## src/hw/rtl/boxds_fifo.sv

```systemverilog
// Short queue between the classifying front and the accumulating back.
module boxds_fifo #(
  parameter int WIDTH = 8,
  parameter int DEPTH = 4
) (
  input  logic             clk,
  input  logic             rst_n,
  input  logic             push,
  input  logic [WIDTH-1:0] wr_data,
  output logic             full,
  input  logic             pop,
  output logic             valid,
  output logic [WIDTH-1:0] rd_data
);

  localparam int PTR_W = (DEPTH > 1) ? $clog2(DEPTH) : 1;
  localparam int CNT_W = $clog2(DEPTH + 1);

  logic [WIDTH-1:0] mem_r [DEPTH];
  logic [PTR_W-1:0] wr_ptr_r, wr_ptr_nxt;
  logic [PTR_W-1:0] rd_ptr_r, rd_ptr_nxt;
  logic [CNT_W-1:0] count_r, count_nxt;

  assign full    = (count_r == CNT_W'(DEPTH));
  assign valid   = (count_r != '0);
  assign rd_data = mem_r[rd_ptr_r];

  always_comb begin
    wr_ptr_nxt = wr_ptr_r;
    rd_ptr_nxt = rd_ptr_r;
    count_nxt  = count_r;
    if (push) begin
      wr_ptr_nxt = (wr_ptr_r == PTR_W'(DEPTH - 1)) ? '0 : wr_ptr_r + PTR_W'(1);
    end
    if (pop) begin
      rd_ptr_nxt = (rd_ptr_r == PTR_W'(DEPTH - 1)) ? '0 : rd_ptr_r + PTR_W'(1);
    end
    if (push && !pop) begin
      count_nxt = count_r + CNT_W'(1);
    end else if (pop && !push) begin
      count_nxt = count_r - CNT_W'(1);
    end
  end

  always_ff @(posedge clk) begin
    if (!rst_n) begin
      wr_ptr_r <= '0;
      rd_ptr_r <= '0;
      count_r  <= '0;
    end else begin
      wr_ptr_r <= wr_ptr_nxt;
      rd_ptr_r <= rd_ptr_nxt;
      count_r  <= count_nxt;
    end
  end

  always_ff @(posedge clk) begin
    if (push) begin
      mem_r[wr_ptr_r] <= wr_data;
    end
  end

  a_count_bound: assert property (@(posedge clk) disable iff (!rst_n)
    count_r <= CNT_W'(DEPTH))
    else $error("queue count beyond depth");

  a_no_overflow: assert property (@(posedge clk) disable iff (!rst_n)
    !(push && full))
    else $error("push into full queue");

  a_no_underflow: assert property (@(posedge clk) disable iff (!rst_n)
    pop |-> valid)
    else $error("pop from empty queue");

endmodule

```

## config.mk

```make
export PLATFORM = sky130hd
export DESIGN_NAME = boxds_fifo
export DESIGN_NICKNAME = d
export VERILOG_FILES = /design/src/hw/rtl/boxds_fifo.sv
export SDC_FILE = /design/constraint.sdc
export NUM_CORES = 1
export LEC_CHECK = 0
export ABC_AREA = 1
export BUFFER_PORTS_ARGS = -buffer_cell sky130_fd_sc_hd__clkbuf_2
export CORE_ASPECT_RATIO = 1.75
export CORE_UTILIZATION = 48
export CTS_CLUSTER_SIZE = 10
export DETAILED_ROUTE_END_ITERATION = 16
export MAX_ROUTING_LAYER = met4
export PLACE_DENSITY = 0.68
export SETUP_SLACK_MARGIN = 0.05
export SYNTH_ARGS = -nofsm -noshare
export SYNTH_HDL_FRONTEND = slang
export SYNTH_SLANG_ARGS = --single-unit
```

## constraint.sdc

```tcl
create_clock -name clk -period 3.5 [get_ports clk]
set_input_delay 1.05 -clock clk [delete_from_list [all_inputs] [get_ports clk]]
set_output_delay 1.05 -clock clk [all_outputs]
set_load 0.1 [all_outputs]
```

==> results_dict.tcl, run 1 <==
set metrics [dict create \
    final_common_cell "edfxtp_1" \
    skew_ns 0.00195 \
    grt_first_pass_wirelength_mm 4.59 \
    grt_use_total_pct 18.5 \
    hold_path_startpoint "wr_ptr_r[1]" \
    reg2reg_from "wr_ptr_r[0]" \
    worstPathRequired_ns 2.45 \
    diodes 0 \
    period_needed_ns 2.97 \
    p_total_mw 1.10 \
    antenna_found_initial 0 \
    seqCellArea_mm2 0.00114 \
    coreArea_mm2 0.00321 \
    status "complete, no violations" \
    dpl.hpwl_mm 1.97 \
    worstHoldPathCells 2 \
    tns_ns 0 \
    critical_path_class "reg -> out" \
    multi_input_area_um2 435 \
    worstSetupStartpointType "flip-flop" \
    min_path_type "reg -> reg" \
    ir_drop_mv 0.434 \
    worstRegToRegCells 3 \
    cellLeakagePower_nw 0.765 \
    remaining_drc_errors 0 \
    die_x_um 46.4 \
    ys_types 19 \
    min_period_over_period_pct 84.9 \
    grt_setup_unrepaired "false" \
    fmaxAchievable_mhz 336 \
    setup_viol 0 \
    final_nets 181 \
    grt_max_degree 18 \
    clkTransAtPathRegs_ns 0.07 \
    synth-seq-area-share_pct 69.0 \
    endpoint_kind "output pin" \
    cap_viol_max_count 0 \
    grt_overflow 0 \
    final_cell_mix "edfxtp_1, nor2_1, clkbuf_2, inv_1, o21ai_0" \
    tightest_slew_ns 0.546 \
    cts_tree "yes" \
    grt_pass1_vias 1103 \
    post_cts_buffers 0 \
    design.portCount 22 \
    holdBufCountCts 0 \
    r2r-end "mem_r[3][0]" \
    vias 1053 \
    clock_sinks 41 \
    initial_utilization_pct 51.5 \
    critPathMaxFanout 17 \
    hold_viol 0 \
    die_y_um 79.7 \
    wire_per_inst_um 13.4 \
    synth_cells 136 \
    synth_area_mm2 0.00165 \
    drtAntennaViolNets 0 \
    cts_max_path_buffers 2 \
    die_area_mm2 0.00369 \
    avgSynthCellArea_um2 12.2 \
    gp_congestion 0.737 \
    cts-resized-gates 0 \
    arrival_ns 1.92 \
    finalMaxSlewViolations 0 \
    area_growth_pct 13.5 \
    min_to "wr_ptr_r[1]" \
    vias_per_cell 5.11 \
    clkLatencyLatePin_ns 0.29 \
    root_buffer "clkbuf_8" \
    finalWirelength_mm 2.77 \
    num-fill-cells 273 \
    port_buffers 21 \
    drtIter0Drc 24 \
    firstDrtPassIters 4 \
    h-tree-depth 2 \
    slew_headroom_pct 63.8 \
    layout-drive-gt1-share_pct 20.9 \
    power.density_mw_per_mm2 588 \
    cts_made_buffers 5 \
    yosys_warnings 0 \
    syn-num-nets 155 \
    std_cell_rows 27 \
    rrSetupSlack_ns 2.21 \
    synth-seq-cells 41 \
]
## per-layer routing
metal | vias to the layer above | routed length [um] | GRT usage [%]
li1 | 523 | - | -
met3 | 8 | 108 | 6.56
met4 | 0 | 76 | 9.12
met1 | 498 | 1050 | 16.8
met5 | - | 0 | -
met2 | 24 | 1530 | 31.9
## final cells by class
type / instances / area share, %
Clock buffer: 6 / 3.86
Clock inverter: 2 / 0.533
Inverter: 16 / 3.20
Multi-Input combinational cell: 77 / 23.2
Sequential cell: 41 / 60.8
Tap cell: 43 / 2.86
Timing Repair Buffer: 21 / 5.60
## worst max path at each step
stage	depth (start not counted)	to	startpoint	slack (ns)
2_1_floorplan	4	rd_data[5]	flip-flop	0.34
3_3_place_gp	4	rd_data[4]	flip-flop	0.92
3_5_place_dp	4	rd_data[0]	flip-flop	0.84
4_1_cts	4	rd_data[0]	flip-flop	0.51
5_1_grt	4	rd_data[0]	flip-flop	0.30
6_report	4	rd_data[4]	flip-flop	0.53
## power by group
group | leakage (nW) | switching (mW) | internal (mW)
Clock | 0.0450 | 0.149 | 0.138
Combinational | 0.352 | 0.201 | 0.0456
Sequential | 0.369 | 0.0192 | 0.552
## through the flow
step	cells	setup slack [ns]	cell area (um^2)	hold WS (ns)	util (%)
after floorplan	136	0.341	1660	0.490	-
after global placement	198	0.918	1800	0.501	55.9
after detailed placement	198	0.841	1800	0.536	55.9
after CTS	206	0.512	1880	0.547	58.5
after global routing	206	0.304	1880	0.591	58.5
final	206	0.527	1880	0.539	58.5
## kinds of logic after synthesis
group | count (synthesis) | synth area share, %
flip-flops | 41 | 69.0
AND/OR/NAND/NOR | 39 | 9.61
AO/OA/AOI/OAI | 30 | 10.1
buffers and inverters | 18 | 4.99
adder cells (fa/ha/maj) | 7 | 5.75
XOR/XNOR | 1 | 0.530
## sequential cells by signal, indices dropped and copies added (netlist names), named ones only
signal and flops:
rd_ptr_r 2, mem_r 32, count_r 3, wr_ptr_r 2
## worst max-delay path: stages, from the launching register on
cell      delay [ns]
dfxtp_1         0.66
inv_2           0.26
o21ai_0         0.24
o22ai_1         0.09
clkbuf_2        0.37
## cells in the mapped netlist
cell	n	share of area, %
a21oi_1	3	0.91
buf_6	2	1.4
dfxtp_1	9	11
edfxtp_1	32	58
fa_1	1	1.2
ha_1	6	4.5
inv_1	15	3.4
inv_2	1	0.23
nand2_1	9	2.0
nand3_1	1	0.30
nand4_1	1	0.38
nor2_1	23	5.2
nor2_2	2	0.76
nor3_1	3	0.91
o21ai_0	15	4.5
o21ai_1	2	0.61
o21ai_2	2	1.1
o22ai_1	8	3.0
xor2_1	1	0.53
No activity file was read; power rests on OpenSTA's default activity.
==> run 2, diff against run 1 <==
ABC_AREA = 0   (was 1)
clock period = 2.77 ns   (was 3.5 ns; I/O delays follow)
==> results_dict.tcl, run 2 <==
set metrics [dict create \
    vias_per_cell 5.12 \
    final_common_cell "edfxtp_1" \
    yosysTopAreaCellShare_pct 59.4 \
    hold_path_startpoint "count_r[2]" \
    clock_sinks 41 \
    die_y_um 78.8 \
    synthSimpleGateAreaFrac_pct 5.65 \
    reg2reg_from "count_r[0]" \
    top_regs "mem_r (32), count_r (3)" \
    ys.flop_type "edfxtp_1" \
    worstRegToRegCells 4 \
    place_area_mm2 0.00178 \
    min_period_over_period_pct 93.8 \
    remaining_drc_errors 0 \
    cts_made_buffers 5 \
    synth_compound_area_share_pct 1.24 \
    synth_cells 86 \
    grt_use_total_pct 15.9 \
    worstHoldPathCells 2 \
    syn-num-nets 105 \
    drtIter0Drc 22 \
    largest_register_ff_count 32 \
    cts_tree "yes" \
    yosysTopAreaCell "edfxtp_1" \
    grt_pass1_vias 818 \
    critical_path_class "reg -> out" \
    final_cell_mix "edfxtp_1, clkbuf_2, dfxtp_1, mux4_2, ha_1" \
    die_x_um 45.9 \
    root_buffer "clkbuf_8" \
    seq_power_share_pct 51.8 \
    synth_top_family_by_area "multiplexers" \
    holdBufCountCts 0 \
    synth_area_mm2 0.00162 \
    std_cell_rows 27 \
    ys_types 20 \
    diodes 0 \
    critPathMaxFanout 6 \
    r2r-end "count_r[2]" \
    h-tree-depth 2 \
    grt_setup_unrepaired "false" \
    grt_first_pass_wirelength_mm 3.77 \
    setup_viol 0 \
    endpoint_kind "output pin" \
    port_buffers 21 \
    hold_viol 0 \
    yosys_warnings 0 \
    cellLeakagePower_nw 0.694 \
    min_path_type "reg -> reg" \
    power.share.clock_pct 26.6 \
    grt_max_degree 14 \
    worstSetupStartpointType "flip-flop" \
    drtAntennaViolNets 0 \
    firstDrtPassIters 4 \
    synth-seq-area-share_pct 70.6 \
    avgSynthCellArea_um2 18.8 \
    power.density_mw_per_mm2 746 \
    arrival_ns 1.77 \
    min_to "count_r[2]" \
    vias 804 \
    tns_ns 0 \
    gp_congestion 0.661 \
    tightest_slew_ns 0.539 \
    grt_overflow 0 \
    finalWirelength_mm 2.39 \
    ir_drop_mv 0.511 \
    post_cts_buffers 0 \
    synth-xor-area-share_pct 1.08 \
    fmaxAchievable_mhz 385 \
    clkLatencyLatePin_ns 0.29 \
    skew_ns 0.00263 \
    cts_max_path_buffers 2 \
    synthAdderAreaFrac_pct 5.88 \
    worstPathRequired_ns 1.94 \
    area_growth_pct 15.7 \
    p_sw_mw 0.446 \
    antenna_found_initial 0 \
    ys_top_cells_by_area "edfxtp_1, dfxtp_1, mux4_2, ha_1, mux2i_1" \
    intPower_mw 0.949 \
    cts-resized-gates 0 \
    ys_top_cells_by_count "edfxtp_1, dfxtp_1, mux4_2" \
    yosysMostFrequentCell "edfxtp_1" \
    rrSetupSlack_ns 1.29 \
    synthMuxAreaShare_pct 13.6 \
    layout-drive-gt1-share_pct 34.2 \
    die_area_mm2 0.00361 \
    top_register "mem_r" \
    combPwrFrac_pct 21.6 \
    coreArea_mm2 0.00318 \
    synth_edf_count 32 \
    status "complete, no violations" \
    design.portCount 22 \
    wire_per_inst_um 15.2 \
    period_needed_ns 2.60 \
    slew_headroom_pct 64.2 \
    fin_area_mm2 0.00187 \
    initial_utilization_pct 50.9 \
    async_flop_share_pct 0 \
    finalMaxSlewViolations 0 \
    num-fill-cells 277 \
    clkTransAtPathRegs_ns 0.07 \
    power_switching_share_pct 32.0 \
    final_nets 132 \
    synth-seq-cells 41 \
    cap_viol_max_count 0 \
]
==> run 2: changes by cell type after synthesis, moves of 3 or more <==
cell,previous run,this run
a21oi_1,3,0
and2_1,0,5
nor2_1,23,1
nand2_1,9,0
o21ai_0,15,1
o22ai_1,8,0
nor2b_1,0,5
mux4_2,0,8
inv_1,15,4
mux2i_1,0,4
==> run 2: worst max-delay path by stage <==
stage / slack (ns) / endpoint / cells past startpoint
global placement: 0.48 / rd_data[6] / 3
CTS: 0.15 / rd_data[0] / 3
detailed placement: 0.44 / count_r[2] / 8
finish: 0.17 / rd_data[0] / 3
floorplan: 0.37 / full / 1
global route: 0.08 / rd_data[3] / 3
==> run 2: worst max-delay path, cell delays in order (launching register included) <==
cell and delay [ns]:
dfxtp_1 0.45, buf_12 0.16, mux4_2 0.48, clkbuf_2 0.38
==> run 2: power groups by stage <==
stage	Clock (mW)	Combinational [mW]	Sequential, mW
2_1_floorplan	0	0.258	0.727
3_3_place_gp	0	0.297	0.735
3_5_place_dp	0	0.304	0.738
4_1_cts	0.383	0.305	0.724
5_1_grt	0.404	0.317	0.728
6_report	0.371	0.301	0.723
==> run 2: cell type report <==
| class | count | area (um^2) | area share, % |
|---|---|---|---|
| Sequential cell | 41 | 1140 | 61.0 |
| Clock buffer | 5 | 68.8 | 3.68 |
| Tap cell | 43 | 53.8 | 2.88 |
| Multi-Input combinational cell | 39 | 449 | 24.0 |
| Clock inverter | 3 | 17.5 | 0.936 |
| Timing Repair Buffer | 22 | 125 | 6.69 |
| Inverter | 4 | 15.0 | 0.803 |
==> run 2: layer usage <==
metal  vias to the layer above  track usage, %  share of wire [%]
li1                        377               -                  -
met1                       398            16.8                 38
met2                        23            25.5                 56
met3                         6            4.77                3.7
met4                         0            8.82                2.5
met5                         -               -                  0
==> run 2: kinds of logic after synthesis <==
logic type | Yosys count
multiplexers | 12
XOR/XNOR | 2
AO/OA/AOI/OAI | 3
flip-flops | 41
adder cells (fa/ha/maj) | 7
AND/OR/NAND/NOR | 15
buffers and inverters | 6
==> run 2: per-stage QoR <==
stage	instances	power, mW	worst slack [ns]	hold WS, ns	util (%)
2_1_floorplan	86	0.986	0.375	0.459	-
3_3_place_gp	149	1.03	0.477	0.477	56.2
3_5_place_dp	149	1.04	0.439	0.493	56.2
4_1_cts	157	1.41	0.148	0.506	58.9
5_1_grt	157	1.45	0.0845	0.533	58.9
6_report	157	1.40	0.172	0.504	58.9
