[src/hw/rtl/boxds_pkg.sv]
// Shared types, constants and the reciprocal table for the box-average downsampler.
package boxds_pkg;

  localparam int MAX_IN_WIDTH_DEF = 1024;
  localparam int MAX_SCALE_DEF    = 16;
  localparam int MAX_IN_HEIGHT    = 1024;
  localparam int ROW_W            = 10;   // row counter, values below MAX_IN_HEIGHT
  localparam int HGT_W            = 11;   // effective height, up to MAX_IN_HEIGHT

  localparam int PIXEL_W      = 8;
  localparam int SUM_W        = 16;
  localparam int SCALE_REG_W  = 5;
  localparam int DIM_REG_W    = 11;
  localparam int CFG_DATA_W   = 11;
  localparam int CFG_IDX_W    = 2;
  localparam int QUEUE_DEPTH  = 4;

  localparam logic [SCALE_REG_W-1:0] SCALE_RST     = 5'd2;
  localparam logic [DIM_REG_W-1:0]   IN_WIDTH_RST  = 11'd320;
  localparam logic [DIM_REG_W-1:0]   IN_HEIGHT_RST = 11'd240;

  typedef enum logic [CFG_IDX_W-1:0] {
    REG_SCALE     = 2'd0,
    REG_IN_WIDTH  = 2'd1,
    REG_IN_HEIGHT = 2'd2
  } cfg_reg_t;

  // One classified pixel handed from the front to the back.
  typedef struct packed {
    logic [PIXEL_W-1:0] pixel;
    logic               first;    // first pixel of a row segment of a block
    logic               load;     // segment adds onto a stored column sum
    logic               seg_end;  // last pixel of the row segment
    logic               emit;     // last pixel of the whole block
    logic               last;     // block is the final one of the frame
  } op_t;

  // ceil(2^24 / (s*s)) for s = 1..16; floor(n / s^2) = (n * R) >> 24 for n < 2^16.
  localparam int RECIP_W     = 25;
  localparam int RECIP_SHIFT = 24;
  localparam logic [RECIP_W-1:0] RECIP_TABLE [16] = '{
    25'd16777216, 25'd4194304, 25'd1864136, 25'd1048576,
    25'd671089,   25'd466034,  25'd342393,  25'd262144,
    25'd207127,   25'd167773,  25'd138655,  25'd116509,
    25'd99274,    25'd85599,   25'd74566,   25'd65536
  };

endpackage

[src/hw/rtl/boxds_front.sv]
// Front: configuration registers, frame position counters and pixel classification.
module boxds_front #(
  parameter int MAX_IN_WIDTH = boxds_pkg::MAX_IN_WIDTH_DEF,
  parameter int MAX_SCALE    = boxds_pkg::MAX_SCALE_DEF
) (
  input  logic                                 clk,
  input  logic                                 rst_n,
  input  logic                                 cfg_wr_en,
  input  logic [boxds_pkg::CFG_IDX_W-1:0]      cfg_index,
  input  logic [boxds_pkg::CFG_DATA_W-1:0]     cfg_wr_data,
  input  logic                                 in_valid,
  output logic                                 in_ready,
  input  logic [boxds_pkg::PIXEL_W-1:0]        in_pixel,
  input  logic                                 q_full,
  output logic                                 q_push,
  output boxds_pkg::op_t                       q_op,
  output logic [$clog2(MAX_IN_WIDTH)-1:0]      q_addr,
  output logic [boxds_pkg::RECIP_W-1:0]        recip
);

  import boxds_pkg::*;

  localparam int CW = $clog2(MAX_IN_WIDTH);
  localparam int DW = CW + 1;
  localparam int XW = DW + 1;
  localparam int YW = HGT_W + 1;
  localparam int SW = $clog2(MAX_SCALE + 1);
  localparam int PW = $clog2(MAX_SCALE);

  logic [SCALE_REG_W-1:0] cfg_scale_r;
  logic [DIM_REG_W-1:0]   cfg_width_r;
  logic [DIM_REG_W-1:0]   cfg_height_r;

  logic [CW-1:0]    col_r, col_nxt;
  logic [CW-1:0]    bcol_r, bcol_nxt;
  logic [CW-1:0]    bstart_r, bstart_nxt;
  logic [PW-1:0]    cph_r, cph_nxt;
  logic [ROW_W-1:0] row_r, row_nxt;
  logic [ROW_W-1:0] rstart_r, rstart_nxt;
  logic [PW-1:0]    rph_r, rph_nxt;

  logic [SW-1:0]    s_eff;
  logic [DW-1:0]    w_eff;
  logic [HGT_W-1:0] h_eff;

  logic accept, restart;
  logic h_fit, v_fit, h_lastblk, v_lastblk;
  logic cph_last, rph_last, col_end, row_end;

  // Out-of-range register values are clamped into the legal ranges.
  always_comb begin
    if (cfg_scale_r == '0) begin
      s_eff = SW'(1);
    end else if (int'(cfg_scale_r) > MAX_SCALE) begin
      s_eff = SW'(MAX_SCALE);
    end else begin
      s_eff = SW'(cfg_scale_r);
    end
    if (cfg_width_r == '0) begin
      w_eff = DW'(1);
    end else if (int'(cfg_width_r) > MAX_IN_WIDTH) begin
      w_eff = DW'(MAX_IN_WIDTH);
    end else begin
      w_eff = DW'(cfg_width_r);
    end
    if (cfg_height_r == '0) begin
      h_eff = HGT_W'(1);
    end else if (int'(cfg_height_r) > MAX_IN_HEIGHT) begin
      h_eff = HGT_W'(MAX_IN_HEIGHT);
    end else begin
      h_eff = HGT_W'(cfg_height_r);
    end
  end

  assign recip = RECIP_TABLE[4'(s_eff - SW'(1))];

  assign in_ready = !q_full;
  assign accept   = in_valid && in_ready;
  assign restart  = cfg_wr_en && ((cfg_index == REG_SCALE) || (cfg_index == REG_IN_WIDTH) ||
                                  (cfg_index == REG_IN_HEIGHT));

  // A block is inside the output image when it ends within the width / height.
  assign h_fit     = (XW'(bstart_r) + XW'(s_eff)) <= XW'(w_eff);
  assign v_fit     = (YW'(rstart_r) + YW'(s_eff)) <= YW'(h_eff);
  assign h_lastblk = (XW'(bstart_r) + XW'(s_eff) + XW'(s_eff)) > XW'(w_eff);
  assign v_lastblk = (YW'(rstart_r) + YW'(s_eff) + YW'(s_eff)) > YW'(h_eff);

  assign cph_last = (SW'(cph_r) + SW'(1)) == s_eff;
  assign rph_last = (SW'(rph_r) + SW'(1)) == s_eff;
  assign col_end  = (DW'(col_r) + DW'(1)) >= w_eff;
  assign row_end  = (HGT_W'(row_r) + HGT_W'(1)) >= h_eff;

  always_comb begin
    q_op.pixel   = in_pixel;
    q_op.first   = (cph_r == '0);
    q_op.load    = (rph_r != '0);
    q_op.seg_end = cph_last;
    q_op.emit    = cph_last && rph_last;
    q_op.last    = h_lastblk && v_lastblk;
  end

  assign q_addr = bcol_r;
  assign q_push = accept && h_fit && v_fit;

  always_comb begin
    col_nxt    = col_r;
    bcol_nxt   = bcol_r;
    bstart_nxt = bstart_r;
    cph_nxt    = cph_r;
    row_nxt    = row_r;
    rstart_nxt = rstart_r;
    rph_nxt    = rph_r;
    priority if (restart) begin
      col_nxt    = '0;
      bcol_nxt   = '0;
      bstart_nxt = '0;
      cph_nxt    = '0;
      row_nxt    = '0;
      rstart_nxt = '0;
      rph_nxt    = '0;
    end else if (accept) begin
      if (col_end) begin
        col_nxt    = '0;
        bcol_nxt   = '0;
        bstart_nxt = '0;
        cph_nxt    = '0;
        if (row_end) begin
          row_nxt    = '0;
          rstart_nxt = '0;
          rph_nxt    = '0;
        end else begin
          row_nxt = row_r + ROW_W'(1);
          if (rph_last) begin
            rph_nxt    = '0;
            rstart_nxt = row_r + ROW_W'(1);
          end else begin
            rph_nxt = rph_r + PW'(1);
          end
        end
      end else begin
        col_nxt = col_r + CW'(1);
        if (cph_last) begin
          cph_nxt    = '0;
          bcol_nxt   = bcol_r + CW'(1);
          bstart_nxt = col_r + CW'(1);
        end else begin
          cph_nxt = cph_r + PW'(1);
        end
      end
    end else begin
      // no transaction and no write: position holds
    end
  end

  always_ff @(posedge clk) begin
    if (!rst_n) begin
      cfg_scale_r  <= SCALE_RST;
      cfg_width_r  <= IN_WIDTH_RST;
      cfg_height_r <= IN_HEIGHT_RST;
      col_r        <= '0;
      bcol_r       <= '0;
      bstart_r     <= '0;
      cph_r        <= '0;
      row_r        <= '0;
      rstart_r     <= '0;
      rph_r        <= '0;
    end else begin
      if (cfg_wr_en && (cfg_index == REG_SCALE)) begin
        cfg_scale_r <= cfg_wr_data[SCALE_REG_W-1:0];
      end
      if (cfg_wr_en && (cfg_index == REG_IN_WIDTH)) begin
        cfg_width_r <= cfg_wr_data[DIM_REG_W-1:0];
      end
      if (cfg_wr_en && (cfg_index == REG_IN_HEIGHT)) begin
        cfg_height_r <= cfg_wr_data[DIM_REG_W-1:0];
      end
      col_r    <= col_nxt;
      bcol_r   <= bcol_nxt;
      bstart_r <= bstart_nxt;
      cph_r    <= cph_nxt;
      row_r    <= row_nxt;
      rstart_r <= rstart_nxt;
      rph_r    <= rph_nxt;
    end
  end

endmodule

[config.mk]
export PLATFORM = sky130hd
export DESIGN_NAME = boxds_front
export DESIGN_NICKNAME = d
export VERILOG_FILES = /design/src/hw/rtl/boxds_pkg.sv /design/src/hw/rtl/boxds_front.sv
export SDC_FILE = /design/constraint.sdc
export NUM_CORES = 1
export LEC_CHECK = 0
export BUFFER_PORTS_ARGS = -buffer_cell sky130_fd_sc_hd__buf_2
export CORE_ASPECT_RATIO = 2
export CORE_MARGIN = 2
export CORE_UTILIZATION = 65
export DETAILED_ROUTE_END_ITERATION = 16
export MAX_ROUTING_LAYER = met4
export PLACE_DENSITY = 0.95
export SYNTH_ARGS = -nofsm -noshare
export SYNTH_HDL_FRONTEND = slang
export SYNTH_SLANG_ARGS = --single-unit
[constraint.sdc]
create_clock -name clk -period 10.7 [get_ports clk]
set_input_delay 0.535 -clock clk [delete_from_list [all_inputs] [get_ports clk]]
set_output_delay 0.535 -clock clk [all_outputs]
set_load 0.05 [all_outputs]
==> metrics.cfg, run 1 <==
[run_status]
status = completed

[setup_path]
crit_arrival_ps = 5760
rr_worst_depth = 12
r2r-start = col_r[0]
critPathLaunch = cfg_scale_r[3]
endpoint_kind = output pin
crit_path_max_fanout = 11
path_class = flop to output pin
start_kind = flop
required_ps = 10170

[global_route]
grt_pass1_wl_um = 33800
grt_max_degree = 41
track_usage = 0.356
grt_pass1_vias = 7183
antenna_found_initial = 0
overflow = 0

[detailed_routing]
drt_iter0_markers = 402
routed_via_density = 6.51
vias = 7287
antenna_left = 0
first_pass_iters = 5
drc_errors = 0
post_drt_wl_per_cell_um = 19.2
routed_wl_um = 21500

[clock_network]
cts-htree-levels = 3
tritoncts = yes
cts.sinks = 85
clk_latency_ps = 350
cts-root-buf = clkbuf_16
cts_setup_buffers = 0
path_clk_slew_ps = 60
cts_buffer_depth = 2
cts_resized = 0
cts_buffers = 9
hold_buffers = 0

[power_and_ir_drop]
p_leak_uw = 0.00348
power.internal_uw = 616
pwr-share-comb = 0.213
power.density_mw_per_mm2 = 110
seqPwrFrac = 0.368
netSwitchingFraction = 0.306
switchingPower_uw = 271
pwr-share-clk = 0.419
ir_drop_mv = 0.0990
p_total_uw = 887

[layout]
area_growth_pct = 7.56
antenna_cells = 0
final_common_cell = nand2_1
layout_common_cells = nand2_1, ha_1, dfxtp_1
regArea_mm2 = 0.00170
fill_cells = 870
multi_input_area_mm2 = 0.00535
layout.nets = 1103
fin_cells = 1120
drive_gt1_frac = 0.0961

[hold_path]
holdPathStages = 3
hold_start = cfg_wr_data[5]
hp-class = input port to flop

[sta]
slew_violations = 0
maxSlewHeadroom = 0.260
fmax_mhz = 159
fin_worst_skew_ps = 10.8
hold_violations = 0
fin_ws_ps = 4410
setup_tns_ps = 0
worst_pin_slew_ps = 1110
setup_viol = 0
fin_crit_sh = 0.588
whs_ps = 421
rsz0062_at_grt = false
fin_crit_ps = 6290

[floorplanning]
die_area_mm2 = 0.0125
die_x_um = 80.0
fp.dieH_um = 156
core_mm2 = 0.0113
pin_count = 76
start_util = 0.666
num_rows = 55

[synthesis]
synthMuxAreaShare = 0.0333
synth_top_family_by_area = simple AND/OR/NAND/NOR gates
synth_edf_count = 0
synth_ff_type = dfxtp_1
syn_avg_cell_area_um2 = 7.89
synthSimpleGateAreaFrac = 0.242
async_reset_ff_frac = 0
syn_area_mm2 = 0.00752
yosysUniqueCellTypes = 73
yosys.area_share.adder = 0.177
syn_inst = 953
ys_ff_latch = 85
synth_seq_area_share = 0.226
synth_compound_area_frac = 0.185
yosys_warnings = 0
synth-xor-area-share = 0.0741

[place]
io_buffer_count = 57
gp_congestion = 1.02
pre_cts_ws_ps = 4890
dp.cells = 1104
dpl.hpwl_um = 15900

[flow_run]
maxCapViolations = 0

## logic make-up (layout without fill, tap and decap cells)
family,count (synthesis),count (layout)
xor+xnor,62,62
simple gates,366,366
mux,25,25
flops,85,85
fa+ha+maj,104,104
compound gates,209,209
buf+inv,101,125
other cells,1,2
## power by group through the flow
stage          Combinational (uW)  Clock [uW]  Sequential (uW)
6_report                      188         372              326
5_1_grt                       203         384              327
4_1_cts                       186         375              326
3_5_place_dp                  184           0              333
3_3_place_gp                  181           0              333
2_1_floorplan                 148           0              331
## cell type report
type                       count  area share
clock buffer                  11      0.0300
clock inverter                 5      0.0132
sequential                    85       0.210
tap                          142      0.0220
multi-input combinational    768       0.662
inverter                      46      0.0215
timing repair buffer          63      0.0409
## per-layer routing
metal	track usage	wire, um
met3	0.0480	1020
met4	0.288	1770
met1	0.327	7340
met5	-	0
met2	0.633	11400
## worst paths after layout
path                endpoint  slack, ps
max                  q_op[0]       4410
min          cfg_height_r[5]        420
max reg2reg      bstart_r[8]       6470
min reg2reg      rstart_r[4]        480
## state kept, by name (all words and copies together) (netlist names)
register and flops:
cfg_height_r 11, cfg_width_r 11, bstart_r 10, col_r 10, q_addr 10, row_r 10
rstart_r 10, cfg_scale_r 5, cph_r 4, rph_r 4
## Yosys cell counts, drive strengths merged, types with 24 or more instances
master | instances | area share
a21oi | 62 | 0.043
ha | 100 | 0.17
o21ai | 34 | 0.023
xnor2 | 39 | 0.045
nor2 | 40 | 0.020
mux2i | 25 | 0.033
dfxtp | 85 | 0.23
inv | 43 | 0.021
buf | 24 | 0.024
clkbuf | 31 | 0.015
nand3 | 62 | 0.041
nand2 | 139 | 0.070
## worst max-delay path, cell delays in order, from the launching register on
cell,delay (ps)
dfxtp_1,560
nor3_2,110
o21bai_2,490
inv_1,320
ha_1,320
fa_1,450
a211oi_1,290
nor2_1,80
a21oi_1,250
ha_1,250
nand2_1,70
o21ai_0,350
nand2_1,90
and4bb_2,310
xnor2_1,70
ha_1,320
nand4_1,120
nor2_1,70
a31oi_1,160
o31ai_1,90
a221oi_1,310
buf_2,330
## metrics by stage
stage	utilization	instance area [um^2]
4_1_cts	0.716	8090
3_5_place_dp	0.685	7740
6_report	0.716	8090
3_3_place_gp	0.685	7740
2_1_floorplan	-	7520
5_1_grt	0.716	8090
Note: power is estimated with default switching activity, not from simulation.
==> inputs of run 2 (changes only) <==
ABC_AREA = 1   (was unset)
CORE_UTILIZATION = 55   (was 65)
PLACE_DENSITY = 0.89   (was 0.95)
clock period = 5.25 ns   (was 10.7 ns; I/O delays follow)
==> run 2 against run 1 <==
  * Clock power rose by 72%
  * Die area is 19% higher
  * Sequential share of layout area is 0.26 points lower
  * Sequential power rose by 110%
  * Critical endpoint unchanged
  * Largest power group is now sequential cells
==> metrics.cfg, run 2 <==
[synthesis]
async_reset_ff_frac = 0  ; unchanged
syn_inst = 1161  ; +22%
synth_seq_area_share = 0.223  ; -0.00294
synth.most_common_cell = nand2_1
synthMuxAreaShare = 0  ; -0.0333
synth_top_cell_area_share = 0.223  ; -0.00294
yosys.area_share.adder = 0.175  ; -0.00230
yosys-top-cells-count = nand2_1, inv_1, nor2_1, a21oi_1, ha_1
syn_avg_cell_area_um2 = 6.56  ; -17%
synth_ff_type = dfxtp_1
synth_edf_count = 0  ; unchanged
netlist_top_cells_area = dfxtp_1, ha_1, nand2_1
ys_ff_latch = 85  ; unchanged
synthSimpleGateAreaFrac = 0.309  ; +0.0672
syn_area_mm2 = 0.00762  ; +1.3%
yosysUniqueCellTypes = 47  ; -36%
synth_compound_area_frac = 0.128  ; -0.0569
synth_top_area_cell = dfxtp_1
synth-xor-area-share = 0.0550  ; -0.0190
yosys_warnings = 0  ; unchanged
synth_top_family_by_area = simple AND/OR/NAND/NOR gates

[floorplanning]
pin_count = 76  ; unchanged
num_rows = 60  ; +9.1%
die_x_um = 87.2  ; +9.0%
die_area_mm2 = 0.0149  ; +19%
core_mm2 = 0.0135  ; +20%
start_util = 0.564  ; -0.102
fp.dieH_um = 170  ; +9.2%

[setup_path]
crit_arrival_ps = 4610  ; -1150 ps
endpoint_kind = output pin
required_ps = 4990  ; -5180 ps
rr_worst_depth = 17  ; +5
r2r-start = col_r[0]
start_kind = flop
path_class = flop to output pin
crit_path_max_fanout = 5  ; -6
timing.rr.end = rstart_r[1]
regToRegSetupSlack_ps = 1230  ; -5240 ps

[detailed_routing]
routed_wl_um = 21600  ; +0.25%
drc_errors = 0  ; unchanged
vias = 7785  ; +6.8%
routed_via_density = 5.74  ; -12%
first_pass_iters = 7  ; +2
post_drt_wl_per_cell_um = 15.9  ; -17%
drt_iter0_markers = 368  ; -8.5%
antenna_left = 0  ; unchanged

[power_and_ir_drop]
power.density_mw_per_mm2 = 230  ; +110%
p_leak_uw = 0.00417  ; +20%
ir_drop_mv = 0.159  ; +61%

[clock_network]
cts-root-buf = clkbuf_16
clk_latency_ps = 350  ; about the same
path_clk_slew_ps = 70  ; about the same
cts_setup_buffers = 0  ; unchanged
cts.sinks = 85  ; unchanged
cts-htree-levels = 3  ; unchanged
cts_buffer_depth = 2  ; unchanged
tritoncts = yes
hold_buffers = 0  ; unchanged
cts_buffers = 9  ; unchanged

[sta]
setup_tns_ps = 0  ; unchanged
hold_violations = 0  ; unchanged
worst_pin_slew_ps = 720  ; -388 ps
setup_viol = 0  ; unchanged
fin_crit_ps = 4880
slew_violations = 0  ; unchanged
fin_crit_sh = 0.929
maxSlewHeadroom = 0.519  ; +0.259
rsz0062_at_grt = false
fmax_mhz = 205
fin_worst_skew_ps = 10.2  ; -0.597 ps

[layout]
area_growth_pct = 7.57  ; about the same
final_common_cell = nand2_1
antenna_cells = 0  ; unchanged
reg_top3 = cfg_height_r x11, cfg_width_r x11
layout_common_cells = nand2_1, inv_1, nor2_1
layout.nets = 1326  ; +20%
drive_gt1_frac = 0.0841  ; -0.0120
fin_util = 0.606  ; -0.110

[hold_path]
hp-class = input port to flop
min_to = cfg_height_r[5]
holdPathStages = 3  ; unchanged
hold_start = cfg_wr_data[5]

[global_route]
track_usage = 0.302  ; -0.0538
antenna_found_initial = 0  ; unchanged
grt_pass1_vias = 7761  ; +8.0%
overflow = 0  ; unchanged
grt_max_degree = 35  ; -15%
grt_pass1_wl_um = 34500  ; +2.0%

[place]
gp_congestion = 1.00  ; -1.5%
io_buffer_count = 57  ; unchanged
dpl.hpwl_um = 16900  ; +6.2%

[flow_run]
maxCapViolations = 0  ; unchanged

[run_status]
status = completed

## run 2: changes by cell type after synthesis, moves of 25 or more
cell,change
nand2_1,+130
inv_1,+105
nor2_1,+87
a21oi_1,+40
nand3_1,+29
mux2i_1,-25
## run 2: what timing repair did
item | in CTS | in global routing
setup endpoints to repair | 0 | 1
resized for setup | 0 | 5
hold endpoints to repair | 0 | 0
## run 2: worst max path at each step
stage                              start      end  slack, ps
after floorplan           cfg_scale_r[4]  q_op[0]        380
after global placement    cfg_scale_r[1]  q_op[0]        760
after detailed placement  cfg_scale_r[1]  q_op[0]        650
after CTS                 cfg_scale_r[1]  q_op[0]        230
after global routing      cfg_scale_r[4]  q_op[0]         50
final                     cfg_scale_r[1]  q_op[0]        370
## run 2: area by class of cell
cell class                 count  area, um^2
clock inverter                 7        65.1
timing repair buffer          63         333
sequential                    85        1700
clock buffer                   9         225
inverter                     154         583
tap                          155         194
multi-input combinational    883        5090
fill                        1253        5320
## run 2: power by group
group | total [uW] | internal (uW) | switching, uW
Clock | 639 | 334 | 305
Sequential | 678 | 662 | 16.5
Combinational | 565 | 163 | 402
## run 2: cell families (layout without fill, tap and decap cells)
kind of cell,after synthesis,after routing
AO/OA/AOI/OAI,183,183
XOR/XNOR,47,47
adder cells (fa/ha/maj),104,104
buffers and inverters,194,233
flip-flops,85,85
other,1,2
AND/OR/NAND/NOR,547,547
## run 2: worst max-delay path, cell delays in order (launching register included)
cell and delay (ps):
dfxtp_2 420, nor2_2 90, nand4_2 90, nand2_2 100, ha_1 240, fa_1 430, nand3_1 80, nand2_1 80
xnor2_1 160, inv_1 80, ha_1 350, nand2_1 90, nor3_1 140, nor2_1 80, or2_2 310, nor2_2 140
nand3_1 80, nand2_1 70, inv_1 40, ha_1 280, nand2_1 50, nor2_1 170, nand3_1 110, nand3_1 90
nand2_1 60, nor2_1 170, buf_4 240
## run 2: per-stage QoR
stage	power, uW	hold WS, ps	instances	setup slack [ps]	instance area [um^2]
floorplan	1130	389	1162	375	7620
global placement	1230	458	1340	756	7890
detailed placement	1240	470	1340	653	7890
CTS	1870	149	1356	226	8180
global route	1970	165	1356	54.1	8190
finish	1880	145	1356	375	8190
## run 2: routing by layer
metal	track usage	vias to the layer above	part of all wire	wire, um
li1	-	3862	-	-
met1	0.256	3530	0.32	6990
met2	0.554	261	0.54	11700
met3	0.0441	132	0.040	864
met4	0.256	0	0.094	2020
met5	-	-	0	0
==> inputs of run 3 (changes only) <==
SETUP_SLACK_MARGIN = 0.5   (was unset)
==> run 3 against run 2 <==
  * Design area up 2.5%
  * Worst setup slack better by 350 ps
  * Sequential power about the same
  * Flip-flop and latch count unchanged
  * Hold slack better by 9.0 ps
  * First-iteration DRC count down 9.5%
  * Global-route usage down 1.0 points
  * Critical path depth unchanged
  * Clock power up 3.9%
  * Non-clock buffer count up 9
  * Combinational power up 3%
  * Largest power group unchanged
==> metrics.cfg, run 3 (synthesis results as in run 2) <==
[layout]
fin_cells = 1365  ; +0.66%
reg_top3 = cfg_height_r x11, cfg_width_r x11
area_growth_pct = 10.3
final_common_cell = nand2_1
multi_input_area_mm2 = 0.00518  ; +1.9%
layout_common_cells = nand2_1, inv_1, nor2_1
fin_util = 0.622  ; +0.0154
fill_cells = 1202  ; -4.1%
layout.nets = 1335  ; +0.68%
antenna_cells = 0  ; unchanged
regArea_mm2 = 0.00171  ; +0.22%
drive_gt1_frac = 0.104  ; +0.0200

[setup_path]
crit_arrival_ps = 4260  ; -350 ps
endpoint_kind = output pin
crit_path_max_fanout = 5  ; unchanged
path_class = flop to output pin
start_kind = flop
required_ps = 4990  ; about the same

[clock_network]
cts-htree-levels = 3  ; unchanged
hold_buffers = 0  ; unchanged
cts_buffer_depth = 2  ; unchanged
tritoncts = yes
cts.sinks = 85  ; unchanged
cts-root-buf = clkbuf_16
clk_latency_ps = 360  ; about the same
path_clk_slew_ps = 80  ; about the same
cts_buffers = 9  ; unchanged

[sta]
fin_worst_skew_ps = 14.1  ; +3.88 ps
setup_viol = 0  ; unchanged
worst_pin_slew_ps = 688  ; -32.1 ps
slew_violations = 0  ; unchanged
setup_tns_ps = 0  ; unchanged
whs_ps = 154  ; +9.02 ps
hold_violations = 0  ; unchanged
fmax_mhz = 221  ; +7.7%
fin_ws_ps = 725  ; +350 ps
fin_crit_ps = 4520  ; -350 ps
rsz0062_at_grt = false
fin_crit_sh = 0.862  ; -0.0667
maxSlewHeadroom = 0.540  ; +0.0215

[global_route]
gr-usage-met1 = 0.254  ; -0.00202
grt_pass1_wl_um = 33700  ; -2.5%
antenna_found_initial = 0  ; unchanged
grt_max_degree = 35  ; unchanged
overflow = 0  ; unchanged
track_usage = 0.292  ; -0.00995
gr-usage-met3 = 0.0378  ; -0.00630
grt_pass1_vias = 7643  ; -1.5%
grt-busiest-layer = met2
grtUsageMet2 = 0.543  ; -0.0110

[hold_path]
hp-class = input port to flop

[detailed_routing]
antenna_left = 0  ; unchanged
routed_wl_um = 21200  ; -1.9%
vias = 7899  ; +1.5%
first_pass_iters = 6  ; -1
drc_errors = 0  ; unchanged
drt_iter0_markers = 333  ; -9.5%
post_drt_wl_per_cell_um = 15.5  ; -2.5%
routed_via_density = 5.79  ; +0.80%

[floorplanning]
pin_count = 76  ; unchanged
die_area_mm2 = 0.0149  ; unchanged
core_mm2 = 0.0135  ; unchanged
die_x_um = 87.2  ; unchanged
fp.dieH_um = 170  ; unchanged
num_rows = 60  ; unchanged
start_util = 0.564  ; unchanged

[power_and_ir_drop]
power.density_mw_per_mm2 = 229  ; -0.19%
ir_drop_mv = 0.157  ; -1.2%
p_leak_uw = 0.00421  ; +1.1%

[place]
dpl.hpwl_um = 16300  ; -3.3%
gp_congestion = 1.01  ; +0.69%
pre_cts_ws_ps = 677  ; +24.1 ps
io_buffer_count = 57  ; unchanged
dp.cells = 1340  ; unchanged

[flow_run]
maxCapViolations = 0  ; unchanged

[run_status]
status = completed

run 3: final timing paths:
path	from	to	slack (ps)	cells after the start
max	cfg_scale_r[0]	q_op[0]	730	26
max reg2reg	col_r[0]	rstart_r[9]	1380	16
min reg2reg	cfg_width_r[7]	cfg_width_r[7]	480	2
min	cfg_wr_data[6]	cfg_width_r[6]	150	3
run 3: per-stage QoR:
stage               area (um^2)  total power [uW]
floorplan                  7620              1130
global placement           7890              1230
detailed placement         7890              1240
CTS                        8220              1900
global route               8400              2010
finish                     8400              1930
run 3: area by class of cell:
| cell class | count | share of cell area |
|---|---|---|
| clock buffer | 9 | 0.0268 |
| clock inverter | 7 | 0.0103 |
| inverter | 154 | 0.0699 |
| multi-input combinational | 883 | 0.617 |
| sequential | 85 | 0.203 |
| tap | 155 | 0.0231 |
| timing repair buffer | 72 | 0.0496 |
run 3: what timing repair did:
item	CTS	global route
pin swaps	0	7
gates resized for setup	7	20
setup endpoints to repair	1	1
buffers inserted	0	9
cloned	0	0
run 3: layer usage:
metal  wire [um]  vias to the layer above
met2       11500                      282
met4        1880                        0
met1        7060                     3603
met3         736                      133
met5           0                        -
li1            -                     3881
run 3: critical path, cell delays in order (launching register included):
cell	delay (ps)
dfxtp_1	360
inv_1	100
nand4_2	140
nand2_4	90
ha_4	180
fa_2	360
nand3_1	70
nand2_1	80
xnor2_1	170
inv_1	100
ha_4	290
nand2_1	80
o21bai_1	140
nor2_1	70
or2_2	330
nor2_4	150
nand3_1	90
nand2_1	80
inv_1	40
ha_1	280
nand2_1	60
nor2_2	140
nand3_1	90
nand3_1	90
nand2_1	60
nor2_2	100
buf_6	160
run 3: power by group:
| group | total, uW | switching [uW] | internal, uW |
|---|---|---|---|
| Combinational | 584 | 409 | 175 |
| Clock | 664 | 322 | 342 |
| Sequential | 678 | 16.5 | 662 |
| Total | 1930 | 748 | 1180 |
